**src/rat_ram.sv**
```systemverilog
// ============================================================================
// rat_ram
// Simple dual-port RAM: one write port, one read port with registered data.
// ============================================================================
module rat_ram #(
    parameter int WIDTH = 8,
    parameter int DEPTH = 16
) (
    input  logic                     clk,
    input  logic                     we,
    input  logic [$clog2(DEPTH)-1:0] waddr,
    input  logic [WIDTH-1:0]         wdata,
    input  logic                     re,
    input  logic [$clog2(DEPTH)-1:0] raddr,
    output logic [WIDTH-1:0]         rdata
);

    logic [WIDTH-1:0] mem [DEPTH];

    // Write port.
    always_ff @(posedge clk)
    begin
        if (we)
        begin
            mem[waddr] <= wdata;
        end
    end

    // Read port; data is registered when re is high and appears in the cycle after the address.
    always_ff @(posedge clk)
    begin
        if (re)
        begin
            rdata <= mem[raddr];
        end
    end

endmodule
```
**config.mk**
```make
export PLATFORM = sky130hd
export DESIGN_NAME = rat_ram
export DESIGN_NICKNAME = d
export VERILOG_FILES = /design/src/rat_ram.sv
export SDC_FILE = /design/constraint.sdc
export NUM_CORES = 1
export LEC_CHECK = 0
export BUFFER_PORTS_ARGS = -buffer_cell sky130_fd_sc_hd__buf_2
export CORE_AREA = 2 2 120 134
export CTS_CLUSTER_SIZE = 28
export DETAILED_ROUTE_END_ITERATION = 8
export DIE_AREA = 0 0 122 136
export MAX_ROUTING_LAYER = met4
export PLACE_DENSITY_LB_ADDON = 0.3
export SLEW_MARGIN = 25
export SYNTH_ARGS = -nofsm -noshare
export SYNTH_HDL_FRONTEND = slang
export SYNTH_SLANG_ARGS = --single-unit
```
**constraint.sdc**
```tcl
create_clock -name clk -period 5.09 [get_ports clk]
set_input_delay 1.018 -clock clk [delete_from_list [all_inputs] [get_ports clk]]
set_output_delay 1.018 -clock clk [all_outputs]
set_load 0.05 [all_outputs]
```
==> impl_results.md <==
- Status: completed
- Largest net degree at the start of global routing: 33
- Global Route met2 Usage: 21.3%
- Vias/cell: 4.97
- Skew final: 0.00613 ns
- Final Max Slew Viols: 0
- Synth Flop Type: edfxtp_1
- Yosys reg bits: 136
- Main combinational cell family by area after synthesis: multiplexers
- Int Pwr: 1.92 mW
- H-Tree Depth: 4
- Synth Area in Compound Gates: 2.30%
- Routability Congestion: 0.715
- Initial Util: 34.1%
- Post-synthesis sequential area ratio: 78.1%
- Count leader, synth: edfxtp_1
- Max-cap violations: 0
- CP arrival: 2.58 ns
- I/O pins: 27
- GRT overflow: 0
- P_leak: 1.96 nW
- Adder-cell area share of the yosys netlist: 0%
- DRC: 0
- Share of layout cells above drive strength 1: 24.8%
- Combinational power share: 5.3%
- GRT Resource Usage Total: 13.9%
- DRT Pass-1 Iters: 4
- Deepest clock path buffer count: 2
- Antenna cells: 0
- Clock transition at path regs: 0.05 ns
- IO Port Bufs: 26
- Critical path class: in -> reg
- CP Data Required Time: 5.22 ns
- Area Growth Syn to Fin: 15.4%
- Initial detailed-routing violation count: 252
- Setup TNS: 0 ns
- CP Max Fanout: 32
- Avg Inst Size Synth: 22.8 µm²
- Final worst slack: 2.64 ns
- Synth Area in XOR/XNOR: 0%
- Synth top cells by count: 136 x edfxtp_1, 18 x mux4_2, 16 x a22oi_1
- Peak Freq: 0.408 GHz
- Number of hold violations in the final report: 0
- M1 GR Usage: 17.8%
- Max-slew headroom at the worst pin: 34.5%
- Die Ht: 136 µm
- Final min period: 2.45 ns
- Drt total wl: 10300 µm
- Mux contribution to synthesized area: 14.8%
- Vias: 2375
- Switching share of total power: 20.6%
- Netlist cell types: 18
- RSZ-0062 raised after global routing: no
- Clk Tree Root Cell: clkbuf_16
- Worst min-delay path category: reg -> reg
- TritonCTS Buffers: 17
- Post_cts resized: 0
- Die ar.: 16600 µm²
- Setup Buffers After CTS: 0
- Antenna violations before repair: 0
- CTS Sinks: 136
- CP Capture Type: flop
- Pwr/cell area: 400 nW/µm²
- Core ar.: 15300 µm²
- CTS tree: built
- Peak supply drop: 0.283 mV
- Post-synth ARST share: 0%
- Worst-Skew Late Latency: 0.41 ns
- Routed WL per cell: 21.5 µm
- Finished Layout Cells: 478
- Simple-Gate Fraction of Synth Area: 3.14%
- Fillers: 1397
- Clock network fraction of total power: 42.1%
- Synth top area share: 78.1%
- Global route hottest layer: met2
- Fin crit share: 48.1%
- Vias in the first global route: 2503
- Slew @ Worst Pin: 0.978 ns
- Routed Antenna Nets: 0
- Final net count: 286
- First-pass GRT wire length: 15300 µm
- Reg power frac: 52.6%
- R2R Setup Slk: 3.53 ns
- Largest cells by area after synthesis: edfxtp_1 78%, mux4_2 7.8%, mux4_1 7.0%
- Synth warn: 0
- DP Cell Count: 448
- Startpoint Class: input port
- Number of flops mapped to enable cells by yosys: 136
- DP HPWL: 6290 µm
- Synth Instances: 229
- Met3 Use GR: 4.28%
- Die width: 122 µm
- DP Worst Slack: 2.19 ns
- Synth area leader: edfxtp_1
- Switching power: 0.497 mW
- Rows: 48
- Final-report setup violation count: 0
- Synth Cell Area: 5230 µm²
- Syn nets: 248
- Hold Buf Count CTS: 0
[cell families (layout without fill, tap and decap cells)]
| family | count (synthesis) | after routing |
|---|---|---|
| DFF | 136 | 136 |
| and+or+nand+nor | 35 | 35 |
| muxes | 32 | 32 |
| AOI/OAI and AO/OA | 16 | 16 |
| buffers and inverters | 10 | 59 |
[through the flow]
step                area (µm²)  power [mW]  hold WS (ns)  util [%]
floorplan                 5230        1.37         0.705         -
global placement          5550        1.42         0.730      36.2
detailed placement        5550        1.42         0.747      36.3
CTS                       6030        2.43         0.760      39.4
global route              6030        2.49         0.801      39.4
finish                    6030        2.41         0.757      39.4
[state kept, by name (all words and copies together) (netlist names)]
signal,cells
mem,128
rdata,8
[layer usage]
| layer | part of all wire [%] | routed length (µm) | up-vias |
|---|---|---|---|
| met5 | 0 | 0 | - |
| met4 | 0.68 | 70 | 0 |
| met3 | 5.5 | 565 | 4 |
| met2 | 49 | 5060 | 74 |
| met1 | 45 | 4590 | 1240 |
| li1 | - | - | 1057 |
[power by group through the flow]
| stage | sequential (mW) | clock [mW] | combinational (mW) |
|---|---|---|---|
| finish | 1.27 | 1.01 | 0.128 |
| detailed placement | 1.29 | 0 | 0.130 |
| CTS | 1.27 | 1.03 | 0.130 |
| floorplan | 1.31 | 0 | 0.0637 |
| global placement | 1.29 | 0 | 0.128 |
| global route | 1.27 | 1.08 | 0.139 |
[cells in the final DEF (no fill, tap or decap), types with 3 or more instances in the layout]
cell / instances
a22oi_1: 16
buf_2: 25
buf_4: 4
clkbuf_1: 7
clkbuf_16: 17
clkinv_1: 3
edfxtp_1: 136
mux4_1: 14
mux4_2: 18
nand2_1: 9
nor2_1: 13
nor3_1: 3
[critical path: stages]
cell and delay, ns:
buf_4 0.49, mux4_1 0.65, a22oi_1 0.28, nand2_1 0.12
[final timing paths]
| kind | startpoint | endpoint | cells past startpoint |
|---|---|---|---|
| hold / removal | mem[15][2] | rdata[2] | 3 |
| hold reg to reg | mem[15][2] | rdata[2] | 3 |
| setup reg to reg | mem[2][3] | rdata[3] | 3 |
| setup / recovery | raddr[0] | rdata[3] | 4 |
[layout make-up]
cell class / instances / area, µm² / share of cell area, %
clock buffers: 24 / 452 / 7.49
clock inverters: 6 / 28.8 / 0.477
flip-flops and latches: 136 / 4080 / 67.7
well taps: 200 / 250 / 4.15
repair buffers: 29 / 155 / 2.57
multi-input cells: 83 / 1060 / 17.6
Note: power is estimated with default switching activity, not from simulation.
